`src/sv/hamming_sec_encode_syndrome_core_macros.svh`:
```
// Assertion macros shared by the Hamming encoder and syndrome core.
`ifndef HAMMING_SEC_ENCODE_SYNDROME_CORE_MACROS_SVH
`define HAMMING_SEC_ENCODE_SYNDROME_CORE_MACROS_SVH
`ifndef SYNTHESIS
// The consequent must hold in the same cycle as the antecedent.
`define HSEC_ASSERT_NOW(lbl, clk, rst, ante, cons) \
   lbl: assert property (@(posedge clk) disable iff (rst) (ante) |-> (cons)) \
      else $error("hsec assertion failed");
// The consequent must hold in the cycle after the antecedent.
`define HSEC_ASSERT_NEXT(lbl, clk, rst, ante, cons) \
   lbl: assert property (@(posedge clk) disable iff (rst) (ante) |=> (cons)) \
      else $error("hsec assertion failed");
`else
`define HSEC_ASSERT_NOW(lbl, clk, rst, ante, cons)
`define HSEC_ASSERT_NEXT(lbl, clk, rst, ante, cons)
`endif
`endif

```
`src/sv/hsec_pkg.sv`:
```
// Types and constants of the Hamming encoder and syndrome core.
`timescale 1ns / 1ps
package hsec_pkg;

   localparam int DATA_BITS = 57;
   localparam int CODE_BITS = 63;
   localparam int SYN_BITS  = 6;

   // Item kinds.
   localparam logic KIND_ENCODE = 1'b0;
   localparam logic KIND_DECODE = 1'b1;

   // Data length after reset.
   localparam logic [SYN_BITS-1:0] DATA_LEN_RESET = 6'd4;

   typedef struct packed {
      logic                 kind;
      logic [DATA_BITS-1:0] data_word;
      logic [CODE_BITS-1:0] received_word;
   } req_type;

   typedef struct packed {
      logic [CODE_BITS-1:0] codeword;
      logic [SYN_BITS-1:0]  error_position;
      logic                 error_found;
   } rsp_type;

endpackage

```
`src/sv/hamming_sec_encode_syndrome_core.sv`:
```
// Hamming single-error code core: encodes data words and computes syndromes.
`timescale 1ns / 1ps
// The core takes one word per cycle while req_stall is low and returns one result
// word for each, held first in the input register and then in the result register.
// An encode word spreads the first data_len data bits over the
// non-power-of-two positions and sets the parity positions 1, 2, 4, ... to even
// parity; a decode word returns the XOR of the positions of its set bits within
// the code length, which is the position of a single flipped bit, or zero.
// data_len is clamped to 1..MAX_DATA_BITS and must only be written while no
// word is in flight. req_stall follows rsp_stall in the same cycle when both
// register stages are full.
`include "hamming_sec_encode_syndrome_core_macros.svh"

module hamming_sec_encode_syndrome_core
   import hsec_pkg::*;
#(
   parameter int MAX_DATA_BITS = 57
) (
   input  logic                clock,
   input  logic                reset,
   input  logic                req_valid,
   output logic                req_stall,
   input  req_type             req_data,
   output logic                rsp_valid,
   input  logic                rsp_stall,
   output rsp_type             rsp_data,
   input  logic                csr_wr_en,
   input  logic [SYN_BITS-1:0] csr_wr_data
);

   // Bit index of the j-th data bit: the j-th position that is not a power of two.
   function automatic logic [SYN_BITS-1:0] data_bit_pos(input int j);
      int cnt;
      logic [SYN_BITS-1:0] pos;
      cnt = 0;
      pos = '0;
      for (int p = 1; p <= CODE_BITS; p++) begin
         if ((p & (p - 1)) != 0) begin
            if (cnt == j) begin
               pos = SYN_BITS'(p - 1);
            end
            cnt++;
         end
      end
      return pos;
   endfunction

   // XOR of the one-based positions of all set bits.
   function automatic logic [SYN_BITS-1:0] syndrome_of(input logic [CODE_BITS-1:0] w);
      logic [SYN_BITS-1:0] s;
      s = '0;
      for (int b = 0; b < CODE_BITS; b++) begin
         if (w[b]) begin
            s ^= SYN_BITS'(b + 1);
         end
      end
      return s;
   endfunction

   // Least r with 2^r >= k + r + 1, from the thresholds of k.
   function automatic logic [2:0] parity_count(input logic [SYN_BITS-1:0] k);
      logic [2:0] r;
      if (k <= 6'd1) begin
         r = 3'd2;
      end else if (k <= 6'd4) begin
         r = 3'd3;
      end else if (k <= 6'd11) begin
         r = 3'd4;
      end else if (k <= 6'd26) begin
         r = 3'd5;
      end else begin
         r = 3'd6;
      end
      return r;
   endfunction

   logic [SYN_BITS-1:0] data_len_reg_ff;
   logic                s1_valid_ff;
   req_type             s1_word_ff;
   logic                rsp_valid_ff;
   rsp_type             rsp_word_ff;
   rsp_type             rsp_word_in;
   logic                out_ready;
   logic [SYN_BITS-1:0] eff_k;
   logic [SYN_BITS-1:0] code_len;
   logic [DATA_BITS-1:0] data_m;
   logic [CODE_BITS-1:0] rx_m;
   logic [CODE_BITS-1:0] cw_data;
   logic [CODE_BITS-1:0] cw_full;
   logic [SYN_BITS-1:0]  enc_syn;
   logic [SYN_BITS-1:0]  dec_syn;

   // The result register can take a word when empty or when its word leaves.
   assign out_ready = !rsp_valid_ff || !rsp_stall;
   assign req_stall = s1_valid_ff && !out_ready;
   assign rsp_valid = rsp_valid_ff;
   assign rsp_data  = rsp_word_ff;

   // Configuration register.
   always_ff @(posedge clock) begin
      if (reset) begin
         data_len_reg_ff <= DATA_LEN_RESET;
      end else begin
         if (csr_wr_en) begin
            data_len_reg_ff <= csr_wr_data;
         end
      end
   end

   // Effective data length and code length.
   always_comb begin
      if (data_len_reg_ff == '0) begin
         eff_k = 6'd1;
      end else if (data_len_reg_ff > SYN_BITS'(MAX_DATA_BITS)) begin
         eff_k = SYN_BITS'(MAX_DATA_BITS);
      end else begin
         eff_k = data_len_reg_ff;
      end
      code_len = eff_k + SYN_BITS'(parity_count(eff_k));
   end

   // Encode: place the used data bits, then set parity from their syndrome.
   always_comb begin
      for (int j = 0; j < DATA_BITS; j++) begin
         data_m[j] = s1_word_ff.data_word[j] && (SYN_BITS'(j) < eff_k);
      end
      cw_data = '0;
      for (int j = 0; j < DATA_BITS; j++) begin
         cw_data[data_bit_pos(j)] = data_m[j];
      end
      enc_syn = syndrome_of(cw_data);
      cw_full = cw_data;
      for (int i = 0; i < SYN_BITS; i++) begin
         cw_full[(1 << i) - 1] = enc_syn[i];
      end
   end

   // Decode: syndrome over the positions within the code length.
   always_comb begin
      for (int b = 0; b < CODE_BITS; b++) begin
         rx_m[b] = s1_word_ff.received_word[b] && (SYN_BITS'(b) < code_len);
      end
      dec_syn = syndrome_of(rx_m);
   end

   // Result word by kind.
   always_comb begin
      rsp_word_in = '0;
      if (s1_word_ff.kind == KIND_ENCODE) begin
         rsp_word_in.codeword = cw_full;
      end else begin
         rsp_word_in.error_position = dec_syn;
         rsp_word_in.error_found    = (dec_syn != '0);
      end
   end

   // Input and result register stages.
   always_ff @(posedge clock) begin
      if (reset) begin
         s1_valid_ff  <= 1'b0;
         rsp_valid_ff <= 1'b0;
      end else begin
         if (!req_stall) begin
            s1_valid_ff <= req_valid;
         end
         if (out_ready) begin
            rsp_valid_ff <= s1_valid_ff;
         end
      end
   end

   always_ff @(posedge clock) begin
      if (req_valid && !req_stall) begin
         s1_word_ff <= req_data;
      end
      if (out_ready && s1_valid_ff) begin
         rsp_word_ff <= rsp_word_in;
      end
   end

   // An accepted word always reaches the input register.
   `HSEC_ASSERT_NEXT(a_accept_loads, clock, reset, req_valid && !req_stall, s1_valid_ff)
   // A word moves on to the result register whenever that register is free.
   `HSEC_ASSERT_NEXT(a_stage_moves, clock, reset, s1_valid_ff && out_ready, rsp_valid)
   // The input side stalls only when both stages are full.
   `HSEC_ASSERT_NOW(a_stall_full, clock, reset, req_stall, s1_valid_ff && rsp_valid_ff)
   // Encode results carry no error report.
   `HSEC_ASSERT_NEXT(a_encode_clean, clock, reset,
      s1_valid_ff && out_ready && s1_word_ff.kind == KIND_ENCODE,
      !rsp_data.error_found && rsp_data.error_position == '0)

endmodule
```
`config.mk`:
```
export PLATFORM = sky130hd
export DESIGN_NAME = hamming_sec_encode_syndrome_core
export DESIGN_NICKNAME = d
export VERILOG_FILES = /design/src/sv/hsec_pkg.sv /design/src/sv/hamming_sec_encode_syndrome_core.sv
export VERILOG_INCLUDE_DIRS = /design/src /design/src/sv
export SDC_FILE = /design/constraint.sdc
export NUM_CORES = 1
export LEC_CHECK = 0
export BUFFER_PORTS_ARGS = -buffer_cell sky130_fd_sc_hd__buf_2
export CELL_PAD_IN_SITES_DETAIL_PLACEMENT = 0
export CELL_PAD_IN_SITES_GLOBAL_PLACEMENT = 1
export CORE_MARGIN = 1.5
export CORE_UTILIZATION = 45
export DETAILED_ROUTE_END_ITERATION = 12
export PLACE_DENSITY = 0.78
export SYNTH_ARGS = -nofsm -noshare
export SYNTH_HDL_FRONTEND = slang
export SYNTH_SLANG_ARGS = --single-unit
```
`constraint.sdc`:
```
create_clock -name clock -period 8.78 [get_ports clock]
set_input_delay 0.878 -clock clock [delete_from_list [all_inputs] [get_ports clock]]
set_output_delay 0.878 -clock clock [all_outputs]
set_load 0.01 [all_outputs]
```
==> run metrics <==
EDFF count, synth=191; Fmax=136 MHz; Unique masters post-synth=90; Post-Route WL=39.1 mm; max-slew violation count=0; post-layout util=53.2%; Die X=167 um; clock tree from TritonCTS=yes; Filler cells=2350; Critical Path Max Stage Delay=0.80 ns; Final Skew=0.0109 ns; Avg Cell Area, Syn=10.5 um^2; critical path arrival=7.52 ns; RSZ-0062 raised after global routing=false; crit-path cells=nor3_1, a221oi_2, nand2_1, a21o_1, ha_1, nor2_1, o21ai_2, nand2_1, o311ai_0, nand3_1, xnor2_1, xnor3_1, xnor3_1, xor2_1, a211o_1, o41a_1; status=finished with violations; vias per cell=5.96; share of post-route cells with drive strength above 1=20.9%; WP data required=8.96 ns; Seq cells post-synth=199; most frequent cells in the layout=buf_2, edfxtp_1, xnor2_1; total congestion overflow=0; Finish-stage setup viols=0; DIE AREA=0.0278 mm^2; maximum VDD drop=0.143 mV; Worst R2R End=rsp_data[0]$_SDFFCE_PN0P_; Finished Layout Cells=1662; WS Path Type=flop to flop; sequential area share after synthesis=48.8%; r2r startpoint=data_len_reg_ff[2]$_SDFFE_PP1P_; switching pwr=1020 uW; CP startpoint=data_len_reg_ff[2]$_SDFFE_PP1P_; max capacitance violation total=0; Synth Flop Type=edfxtp_1; Post-synth ARST share=0%; Core ar.=0.0262 mm^2; global-route wire length before repair=57.5 mm; wire per inst=23.5 um; switching share of power=34.3%; Final Cycle Share=83.6%; total power=2980 uW; clock sinks=199; Initial Util=46.1%; syn nets=1281; initial antenna violation count=0; Relative slew margins=25.7%; Clock Pin Slew Worst Setup and Hold Paths=0.08 ns; # resized after CTS=0; Final ANT Viol Nets=0; combinational share of power=33.0%; Worst-Skew Late Latency=0.44 ns; largest net degree at the start of global routing=71; number of H-tree levels=4; Max Root-Sink Buffers=2; io pins=204; Synth Warn #=0; Fin Setup TNS=0 ns; critical path launch point type=flop; PortBufs=203; Synth Instances=1145; Hold Path Class=flop to flop; Setup crit end kind=flop; gr usage total=28.0%; via count=9913; register area=0.00590 mm^2; post-DP HPWL=29.5 mm; R2R Setup Slk=1.44 ns; CTS Root Cell=clkbuf_16; Power Density=214 mW/mm^2; Slowest cell on crit path=dfxtp_1; postcts setup bufs=0; Die Height=167 um; fin crit period=7.34 ns; failing checks=design-rule violations; Final nets=1450; Worst Max-Slew Pin Slew=1.11 ns; drc violations=15; Internal Power=1950 uW; Final GP Congestion=0.945; cts hold-fix bufs=0; Inserted Clock Buffers=17; initial DRC count=1260; Synth Cell Area=0.0121 mm^2; CP max FO=22; leak pwr=0.00520 uW; Fin. Hold Viols=0; Reg power frac=39.3%; Rows=59; vias in the first global route=9226; synthesis-to-layout area growth=15.4%; multi-input logic area=0.00582 mm^2; crit path capture=rsp_data[0]$_SDFFCE_PN0P_; DP Cell Count=1630; n_diodes=0; clock network power share=27.7%; FF-to-FF path depth=16; commonest non-fill, non-tap cell in the layout=buf_2; DR pass1 iterations=10
-- synth_stat cells, types with 12 or more instances --
cell type | n | share of area [%]
buf_2 | 22 | 0.91
and2_1 | 13 | 0.67
a31oi_1 | 12 | 0.62
nand3_1 | 35 | 1.5
xor2_1 | 53 | 3.8
nand2_1 | 82 | 2.5
a21oi_1 | 46 | 1.9
nand2b_1 | 13 | 0.67
o211ai_1 | 19 | 1.2
clkbuf_1 | 38 | 1.2
inv_1 | 19 | 0.59
xnor3_1 | 13 | 2.4
nor2b_1 | 22 | 1.1
o21ai_0 | 82 | 3.4
o31ai_1 | 20 | 1.2
mux2i_1 | 18 | 1.5
edfxtp_1 | 191 | 48
nor3_1 | 22 | 0.91
xnor2_1 | 122 | 8.8
nor2_1 | 118 | 3.7
-- metal layers --
metal / GRT usage (%) / vias up / part of all wire, %
li1: - / 4526 / -
met2: 40.1 / 542 / 42
met3: 7.25 / 52 / 10
met4: 6.76 / 0 / 1.6
met1: 42.0 / 4793 / 46
met5: 0 / - / 0
-- cell type report --
class                           count  share of cell area [%]
Sequential cell                   199                    42.3
Multi-Input combinational cell    860                    41.8
Tap cell                          335                    3.01
Inverter                           20                   0.539
Clock buffer                       19                    3.18
Clock inverter                     13                    1.16
Timing Repair Buffer              216                    7.99
-- logic make-up after synthesis --
family	count (synthesis)	share of synthesized area [%]
AND/OR/NAND/NOR	363	14.5
XOR/XNOR	190	15.4
AO/OA/AOI/OAI	279	15.6
flip-flops	199	48.8
multiplexers	22	1.99
buffers and inverters	86	3.09
adder cells (fa/ha/maj)	6	0.643
-- state kept, by name, indices dropped and copies added (netlist names) --
register	cells
data_len_reg_ff	6
rsp_data	70
rsp_valid	1
s1_valid_ff	1
s1_word_ff	121
-- power by group through the flow --
stage | registers [uW] | logic, uW | clock network, uW
3_5_place_dp | 1190 | 958 | 0
6_report | 1170 | 982 | 823
4_1_cts | 1170 | 965 | 842
2_1_floorplan | 1190 | 691 | 0
5_1_grt | 1180 | 1050 | 870
3_3_place_gp | 1190 | 960 | 0
-- per-stage QoR --
stage | cell area [um^2] | worst slack [ns] | hold slack [ns]
final | 13900 | 1.44 | 0.495
after global routing | 13900 | 1.18 | 0.527
after CTS | 13900 | 1.68 | 0.513
after detailed placement | 13300 | 1.74 | 0.490
after global placement | 13300 | 1.80 | 0.472
after floorplan | 12100 | 1.71 | 0.444
-- critical path: cells and delay by family (launching register included) --
kind            cells  cell delay [ns]
compound gates      6             2.40
xor+xnor            4             1.55
fa+ha+maj           1             0.61
flops               1             0.80
simple gates        5             1.69
-- how the worst min path moves through the flow --
stage	depth (start not counted)	slack [ns]	to	from
CTS	2	0.51	rsp_valid$_SDFFE_PP0N_	s1_valid_ff$_SDFFE_PP0N_
detailed placement	2	0.49	rsp_valid$_SDFFE_PP0N_	s1_valid_ff$_SDFFE_PP0N_
global placement	2	0.47	rsp_valid$_SDFFE_PP0N_	s1_valid_ff$_SDFFE_PP0N_
floorplan	2	0.44	rsp_valid$_SDFFE_PP0N_	s1_valid_ff$_SDFFE_PP0N_
finish	2	0.50	rsp_valid$_SDFFE_PP0N_	s1_valid_ff$_SDFFE_PP0N_
global route	2	0.53	rsp_valid$_SDFFE_PP0N_	s1_valid_ff$_SDFFE_PP0N_
No activity file was read; power rests on OpenSTA's default activity.
